File: src/mfps_pkg.sv
`timescale 1ns / 1ps
// Shared widths, defaults and stage types for the minimum falling path sum block.
// No dependencies; every other file of the block imports this package.
package mfps_pkg;

   // Fixed field widths
   localparam int CELL_W = 16;
   localparam int CFG_W  = 9;
   localparam int OUT_W  = 32;

   // Defaults for the top-level parameters
   localparam int DEF_MAX_COLUMNS = 256;
   localparam int DEF_SUM_WIDTH   = 32;

   // Reset value of the row width register
   localparam logic [CFG_W-1:0] CSR_COLUMN_COUNT_RESET = 9'd256;

   // One element as it sits in the compute stage
   typedef struct packed {
      logic signed [CELL_W-1:0] cell_value;
      logic                     last_element;
      logic                     first_row;
      logic                     first_col;
      logic                     row_end;
   } mfps_item_type;

   // Side information that travels with a best sum into the reduce stage
   typedef struct packed {
      logic last_element;
      logic first_col;
      logic saturated;
   } mfps_tag_type;

endpackage

File: src/mfps_reduce.sv
`timescale 1ns / 1ps
// Row minimum tracking and result register: keeps the least best sum of the
// current row and emits it, clamped to 32 bits, on the last element. Uses mfps_pkg.
module mfps_reduce
   import mfps_pkg::*;
#(
   parameter int SUM_WIDTH = DEF_SUM_WIDTH
) (
   input  logic                        clock,
   input  logic                        reset,
   input  logic                        in_valid,
   output logic                        in_ready,
   input  logic signed [SUM_WIDTH-1:0] in_best,
   input  mfps_tag_type                in_tag,
   output logic                        rsp_valid,
   input  logic                        rsp_ready,
   output logic signed [OUT_W-1:0]     rsp_min_sum,
   output logic                        rsp_saturated
);

   localparam int EXT_W = (SUM_WIDTH > OUT_W) ? SUM_WIDTH : OUT_W;
   localparam logic signed [SUM_WIDTH-1:0] SUM_MAX = {1'b0, {(SUM_WIDTH-1){1'b1}}};
   localparam logic signed [OUT_W-1:0]     OUT_MAX = {1'b0, {(OUT_W-1){1'b1}}};
   localparam logic signed [OUT_W-1:0]     OUT_MIN = {1'b1, {(OUT_W-1){1'b0}}};

   logic                        c_valid_ff, c_valid_in;
   logic signed [SUM_WIDTH-1:0] c_best_ff;
   mfps_tag_type                c_tag_ff;
   logic signed [SUM_WIDTH-1:0] row_min_ff, row_min_in;
   logic                        ovf_ff, ovf_in;
   logic                        rsp_valid_ff, rsp_valid_in;
   logic signed [OUT_W-1:0]     rsp_min_sum_ff;
   logic                        rsp_saturated_ff;

   logic                        rsp_free;
   logic                        c_go;
   logic signed [SUM_WIDTH-1:0] row_min_new;
   logic signed [EXT_W-1:0]     min_ext;
   logic signed [OUT_W-1:0]     min_clamped;
   logic                        clamp_hit;

   // Stage handshake: only a last element waits for the result register
   assign rsp_free   = !rsp_valid_ff || rsp_ready;
   assign c_go       = c_valid_ff && (!c_tag_ff.last_element || rsp_free);
   assign in_ready   = !c_valid_ff || c_go;
   assign c_valid_in = (in_valid && in_ready) || (c_valid_ff && !c_go);

   // Fold this element into the row minimum; first column restarts it
   assign row_min_new = (c_tag_ff.first_col || (c_best_ff < row_min_ff)) ? c_best_ff
                                                                         : row_min_ff;

   // Clamp the matrix minimum to the result width
   always_comb begin
      min_ext = EXT_W'(row_min_new);
      if (min_ext > EXT_W'(OUT_MAX)) begin
         min_clamped = OUT_MAX;
         clamp_hit   = 1'b1;
      end else if (min_ext < EXT_W'(OUT_MIN)) begin
         min_clamped = OUT_MIN;
         clamp_hit   = 1'b1;
      end else begin
         min_clamped = OUT_W'(min_ext);
         clamp_hit   = 1'b0;
      end
   end

   // Next running state: restart after the last element
   always_comb begin
      row_min_in   = row_min_ff;
      ovf_in       = ovf_ff;
      rsp_valid_in = rsp_valid_ff && !rsp_ready;
      if (c_go) begin
         if (c_tag_ff.last_element) begin
            row_min_in   = SUM_MAX;
            ovf_in       = 1'b0;
            rsp_valid_in = 1'b1;
         end else begin
            row_min_in = row_min_new;
            ovf_in     = ovf_ff || c_tag_ff.saturated;
         end
      end
   end

   // Control registers
   always_ff @(posedge clock) begin
      if (reset) begin
         c_valid_ff   <= 1'b0;
         row_min_ff   <= SUM_MAX;
         ovf_ff       <= 1'b0;
         rsp_valid_ff <= 1'b0;
      end else begin
         c_valid_ff   <= c_valid_in;
         row_min_ff   <= row_min_in;
         ovf_ff       <= ovf_in;
         rsp_valid_ff <= rsp_valid_in;
      end
   end

   // Payload registers
   always_ff @(posedge clock) begin
      if (in_valid && in_ready) begin
         c_best_ff <= in_best;
         c_tag_ff  <= in_tag;
      end
      if (c_go && c_tag_ff.last_element) begin
         rsp_min_sum_ff   <= min_clamped;
         rsp_saturated_ff <= ovf_ff || c_tag_ff.saturated || clamp_hit;
      end
   end

   assign rsp_valid     = rsp_valid_ff;
   assign rsp_min_sum   = rsp_min_sum_ff;
   assign rsp_saturated = rsp_saturated_ff;

endmodule

File: config.mk
export PLATFORM = sky130hd
export DESIGN_NAME = mfps_reduce
export DESIGN_NICKNAME = d
export VERILOG_FILES = /design/src/mfps_pkg.sv /design/src/mfps_reduce.sv
export SDC_FILE = /design/constraint.sdc
export NUM_CORES = 1
export LEC_CHECK = 0
export BUFFER_PORTS_ARGS = -buffer_cell sky130_fd_sc_hd__buf_4
export CAP_MARGIN = 20
export CORE_MARGIN = 1.5
export CORE_UTILIZATION = 56
export DETAILED_ROUTE_END_ITERATION = 8
export MAX_ROUTING_LAYER = met4
export PLACE_DENSITY = 0.9
export SLEW_MARGIN = 20
export SYNTH_ARGS = -nofsm -noshare
export SYNTH_HDL_FRONTEND = slang
export SYNTH_SLANG_ARGS = --single-unit
File: constraint.sdc
create_clock -name clock -period 4.05 [get_ports clock]
set_input_delay 0.6075 -clock clock [delete_from_list [all_inputs] [get_ports clock]]
set_output_delay 0.6075 -clock clock [all_outputs]
set_load 0.05 [all_outputs]
==> results of run 1 <==
==> path summary, 6_finish.rpt <==
path	endpoint	start	slack, ns
max	rsp_min_sum[10]	c_best_ff[25]	0.69
min	c_best_ff[23]	in_best[23]	0.43
max reg2reg	rsp_min_sum[10]	c_best_ff[25]	0.69
min reg2reg	row_min_ff[31]	row_min_ff[31]	0.52
==> report_power, final <==
group	switching, mW	total (mW)	leakage (nW)	internal [mW]
clock network	0.325	0.645	0.0996	0.320
logic	0.177	0.327	1.36	0.150
registers	0.0349	1.22	0.930	1.18
total	0.537	2.19	2.39	1.65
==> registers in the layout (all words and copies together), names as in the netlist <==
register	cells
c_best_ff	32
c_tag_ff	3
c_valid_ff	1
rsp_saturated	1
row_min_ff	32
rsp_min_sum	32
rsp_valid	1
ovf_ff	1
==> cell families (layout without fill, tap and decap cells) <==
kind of cell | Yosys count | count (layout) | synth area share (%)
buf+inv | 45 | 128 | 4.715
simple gates | 76 | 76 | 8.010
fa+ha+maj | 31 | 31 | 8.304
compound gates | 64 | 64 | 9.697
flops | 103 | 103 | 58.72
mux | 34 | 34 | 10.55
==> area by class of cell <==
class / instances / area [sq um]
Clock inverter: 3 / 42.54
Clock buffer: 13 / 158.9
Tap cell: 105 / 131.4
Timing Repair Buffer: 79 / 618.1
Fill cell: 556 / 2582
Inverter: 33 / 123.9
Sequential cell: 103 / 2743
Multi-Input combinational cell: 205 / 1734
==> synthesized netlist by cell type, drive strengths merged (2+ instances only) <==
cell type	number
nand4	6
inv	33
clkbuf	7
edfxtp	68
mux2i	2
nor3	4
nand3	3
a21oi	18
a31oi	3
buf	5
o211ai	30
dfxtp	35
o21ai	6
nor2	7
mux2	32
nand2b	2
ha	31
o21a	2
nand2	44
==> worst register-to-register path, cell delays in order (launching register included) <==
cell and delay [ns]:
edfxtp_1 0.44, ha_1 0.35, a21oi_1 0.21, o21a_1 0.15
a2bb2oi_1 0.28, nand2_1 0.16, or3_1 0.42, a21oi_4 0.45
buf_12 0.29, mux2_1 0.36
==> metrics by stage <==
stage	instance area (sq um)	instances	worst slack, ns	hold WS, ns
floorplan	4671	353	1.072	0.4655
global placement	5350	525	0.8538	0.4827
detailed placement	5350	525	0.7488	0.4984
CTS	5552	541	0.6988	0.4097
global route	5552	541	0.4972	0.3982
finish	5552	541	0.6889	0.4256
==> layer usage <==
layer	track usage (%)	vias up	wire length [um]
li1	-	1445	-
met1	24.58	1455	3537
met2	37.35	93	4686
met3	4.935	12	485
met4	8.458	0	110
met5	-	-	0
==> results by group, run 1 <==
Synth
  • Mapped Cells: around 350
  • Main flop type after synthesis: edfxtp_1
  • Post-synth top area share: 43.72%
  • Syn_area_per_cell: around 13 sq um
  • Number of synthesized flops with an enable pin: around 70
  • Yosys warning count: 0
  • Syn nets: between 400 and 500
  • Mapped Area: roughly 4700 sq um
  • Share of async-settable or async-resettable flops after synthesis: 0%
  • Synth cell types: slightly above 40
  • Seq/Total Area, Yosys: about three fifths
  • Synth Register Bits: between 100 and 150
  • Synth area leader: edfxtp_1
  • Synth area leaders: edfxtp_1 (44%), dfxtp_1 (15%), mux2_4 (9.6%), ha_1 (8.3%), o211ai_1 (4.8%)

Status
  • Status: complete, no violations

Placed design
  • I/O Buffers: 73
  • Gpl congestion: roughly 0.8
  • DP Wirelength: between 6 and 7 mm

Critical path
  • CP cell instances: ha_1 -> a21oi_1 -> o21a_1 -> a2bb2oi_1 -> nand2_1 -> or3_1 -> a21oi_4 -> buf_12 -> mux2_1
  • CP top delay family: compound AO/OA/AOI/OAI gates
  • Reg2reg path depth: 9
  • Critical Path AT: between 3 and 4 ns
  • Worst setup path class: flop to flop
  • Worst Path Max Fanout: 24
  • Type of element capturing the critical path: flop
  • Slowest CP cell: a21oi_4
  • Buffers plus inverters on the worst setup path: 1
  • Worst path required time: roughly 4.2 ns
  • Startpoint types: flop
  • Levels on crit path: 9
  • CP peak stage delay: between 0.4 and 0.5 ns

Timing
  • Worst slew margin: between 40% and 50%
  • Setup violations, final: 0
  • Unrepaired setup endpoints after global routing: no
  • Final hold violation count: 0
  • Worst-margin pin slew: 0.8111 ns
  • Min cycle time layout: 3.361 ns
  • Max Freq: about 0.30 GHz
  • Setup Skew: roughly 0.012 ns
  • Tcrit/Tclk final: between 80% and 90%
  • Setup TNS: 0 ns
  • Pins Over Slew Limit: 0

Floorplan
  • Row count: 33
  • Die area: roughly 9000 sq um
  • Die height: ~94 um
  • Core box area: about 8100 sq um
  • Top Ports: 74
  • Die X: 94.33 um
  • Starting Density: a little under three fifths

Clock tree
  • CTS sink count: 103
  • Post-CTS setup buffers: 0
  • Root buf cell: clkbuf_8
  • CTS resizes: 0
  • CTS Hold Bufs: 0
  • CTS clk-pin slew, worst paths: around 0.090 ns
  • Maximum buffer depth of the clock tree: 2
  • Num CTS Buffers: 9
  • H-tree levels: 3
  • Clk_lat worst skew: around 0.35 ns
  • CTS tree: built

Cells and area
  • Fraction of layout cells with a size suffix above 1: between 30% and 40%
  • Util after Layout: ~68%
  • Most frequent cells in the layout: buf_4 (77), edfxtp_1 (68), nand2_1 (44)
  • Commonest non-fill, non-tap cell in the layout: buf_4
  • # diodes: 0
  • Layout Area Growth over Synthesis: 18.86%
  • Fin nets: between 500 and 600

Route
  • Drt wl/cell: 16.30 um
  • DRC Markers: 0
  • Final ANT Viol Nets: 0
  • 1st-iter DRT viols: roughly 160
  • Via density per instance: between 5 and 6
  • First-pass iteration count of the detailed router: 4
  • Via Count: between 3000 and 4000
  • Final WL: slightly below 9 mm

Worst hold path
  • Hold/Removal Path Class: input port to flop
  • Hold depth: 1

Global routing
  • Total global-route track usage: a little over a fifth
  • Global-route wire length before repair: around 14 mm
  • Initial antenna violation count: 0
  • Largest net degree at the start of global routing: 36
  • Grt total ovfl: 0
  • Vias in the first global route: ~3100

Flow run
  • Max_cap viols: 0

Power
  • Leakage: 2.386 nW
  • Pwr dens: roughly 390 nW/um^2
  • Total power: approximately 2.2 mW
  • Peak VDD IR: 0.2170 mV
Power figures use the tool's default switching activity.
==> inputs of run 2 (changes only) <==
--- a/config.mk
+++ b/config.mk
@@ -8,10 +8,10 @@
 export BUFFER_PORTS_ARGS = -buffer_cell sky130_fd_sc_hd__buf_4
 export CAP_MARGIN = 20
 export CORE_MARGIN = 1.5
-export CORE_UTILIZATION = 56
+export CORE_UTILIZATION = 51
 export DETAILED_ROUTE_END_ITERATION = 8
 export MAX_ROUTING_LAYER = met4
-export PLACE_DENSITY = 0.9
+export PLACE_DENSITY = 0.87
 export SLEW_MARGIN = 20
 export SYNTH_ARGS = -nofsm -noshare
 export SYNTH_HDL_FRONTEND = slang
==> constraint.sdc (replaced) <==
create_clock -name clock -period 2.7 [get_ports clock]
set_input_delay 0.405 -clock clock [delete_from_list [all_inputs] [get_ports clock]]
set_output_delay 0.405 -clock clock [all_outputs]
set_load 0.05 [all_outputs]
==> results by group, run 2 (same netlist as run 1, synthesis figures left out) <==
Status
  • Status: finished, violations left
  • Failing checks: setup timing

Power
  • Peak VDD IR: slightly above 0.3 mV
  • Total power: between 3 and 4 mW
  • Part of the power in registers: 54.6%
  • Clk pwr share: between 20% and 30%
  • Internal power: 2.512 mW
  • Switching power: about 0.84 mW
  • Comb pwr share: 16.8%
  • Switching share of power: 24.99%
  • Pwr dens: about 570 nW/um^2
  • Leakage: 2.554 nW

Critical path
  • Worst Path Max Fanout: 8
  • Startpoint types: flop
  • Reg2reg path depth: 10
  • R2R setup slack: -0.24 ns
  • Worst setup path class: flop to flop
  • Critical Path AT: around 3.1 ns
  • Type of element capturing the critical path: flop
  • Worst path required time: approximately 2.8 ns
  • RR Startpoint: c_best_ff[17]
  • RR Endpoint: rsp_min_sum[1]

Worst hold path
  • Hold depth: 1
  • Hold/Removal Path Class: input port to flop
  • Hold_sp: in_best[6]
  • Worst hold endpoint: c_best_ff[6]

Route
  • Final ANT Viol Nets: 0
  • Via density per instance: about 5.5
  • Final WL: 9.455 mm
  • First-pass iteration count of the detailed router: 6
  • Via Count: 3155
  • DRC Markers: 0
  • Drt wl/cell: ~16 um
  • 1st-iter DRT viols: about 110

Placed design
  • DP Wirelength: roughly 6.4 mm
  • Setup WS pre-CTS: -0.1544 ns
  • Placed Cells incl. Taps: approximately 550
  • Gpl congestion: just over 0.8
  • I/O Buffers: 73

Cells and area
  • Fraction of layout cells with a size suffix above 1: a little over a third
  • Reg area: 2743 sq um
  • Util after Layout: between 60% and 70%
  • Layout Area Growth over Synthesis: 25.80%
  • Fin nets: about 530
  • # diodes: 0
  • Most frequent cells in the layout: buf_4 (105), edfxtp_1 (68), nand2_1 (44)
  • Footprint of the multi-input gates: between 1500 and 2000 sq um
  • Fillers: between 500 and 600
  • Commonest non-fill, non-tap cell in the layout: buf_4
  • Layout Cells excl Fill: 576

Timing
  • Min cycle time layout: 2.942 ns
  • Pins Over Slew Limit: 0
  • Unrepaired setup endpoints after global routing: yes
  • Setup Skew: ~0.011 ns
  • Tcrit/Tclk final: 108.9%
  • Worst-margin pin slew: 0.5002 ns
  • Final hold violation count: 0
  • Max Freq: about 0.34 GHz
  • Worst slew margin: between 60% and 70%
  • Setup violations, final: 47
  • Setup ws final: -0.2416 ns

Floorplan
  • Die X: between 90 and 100 um
  • Row count: 34
  • Core box area: 8806 sq um
  • Starting Density: a little over half
  • Die area: 9742 sq um
  • Top Ports: 74
  • Die height: 98.70 um

Global routing
  • Total global-route track usage: about a fifth
  • Grt total ovfl: 0
  • Initial antenna violation count: 0
  • Vias in the first global route: approximately 3300
  • Global-route wire length before repair: roughly 16 mm
  • Largest net degree at the start of global routing: 36

Clock tree
  • Clk_lat worst skew: ~0.37 ns
  • Maximum buffer depth of the clock tree: 2
  • Num CTS Buffers: 9
  • CTS clk-pin slew, worst paths: 0.10 ns
  • CTS tree: built
  • CTS sink count: 103
  • H-tree levels: 3
  • Root buf cell: clkbuf_8

Flow run
  • Max_cap viols: 0
==> run 2: area by class of cell <==
| class | instances | area share [%] |
|---|---|---|
| flip-flops and latches | 103 | 46.68 |
| clock buffers | 13 | 2.534 |
| inverters | 33 | 2.108 |
| clock inverters | 3 | 0.7453 |
| repair buffers | 111 | 15.44 |
| multi-input cells | 205 | 30.20 |
| well taps | 108 | 2.300 |
==> run 2: repair_timing <==
item | in CTS | in global routing
resized for setup | 3 | 4
cloned | 2 | 0
setup endpoints to repair | 47 | 64
hold buffers | 0 | 0
setup buffers | 5 | 1
==> run 2: worst max-delay path, cell delays in order (launching register included) <==
cell and delay [ns]:
edfxtp_1 0.44, ha_1 0.34, a21oi_1 0.18, o21ai_1 0.13
a211oi_2 0.24, nand2_1 0.14, or3_1 0.41, a21oi_4 0.21
buf_4 0.17, buf_12 0.14, mux2_4 0.30
==> run 2: through the flow <==
step | setup TNS [ns] | cell area (sq um) | hold WS, ns
after CTS | -6.112 | 5899 | 0.1970
after detailed placement | -4.001 | 5602 | 0.4935
final | -6.810 | 5876 | 0.2078
after floorplan | 0 | 4717 | 0.4655
after global routing | -15.66 | 5876 | 0.1847
after global placement | -1.717 | 5602 | 0.4867
==> run 2: how the worst max path moves through the flow <==
stage | cells after the start | startpoint | endpoint | slack [ns]
global route | 10 | c_best_ff[13] | rsp_min_sum[1] | -0.37
detailed placement | 9 | c_best_ff[13] | rsp_min_sum[10] | -0.15
global placement | 9 | c_best_ff[13] | rsp_min_sum[11] | -0.07
finish | 10 | c_best_ff[17] | rsp_min_sum[1] | -0.24
CTS | 10 | c_best_ff[13] | rsp_min_sum[8] | -0.21
floorplan | 9 | c_best_ff[27] | rsp_min_sum[0] | 0.004
==> run 2: per-layer routing <==
layer | part of all wire [%] | routed length, um | vias up | track usage, %
met1 | 42 | 3955 | 1537 | 24.59
met2 | 52 | 4921 | 90 | 36.38
met5 | 0 | 0 | - | -
met4 | 2.0 | 189 | 0 | 6.813
met3 | 4.1 | 388 | 18 | 5.390
li1 | - | - | 1510 | -
==> run 2: power by group through the flow <==
stage | Sequential [mW] | Clock (mW) | Combinational (mW)
floorplan | 1.91 | 0 | 0.302
global placement | 1.86 | 0 | 0.511
detailed placement | 1.86 | 0 | 0.532
CTS | 1.83 | 0.969 | 0.568
global route | 1.84 | 1.03 | 0.610
finish | 1.83 | 0.957 | 0.564
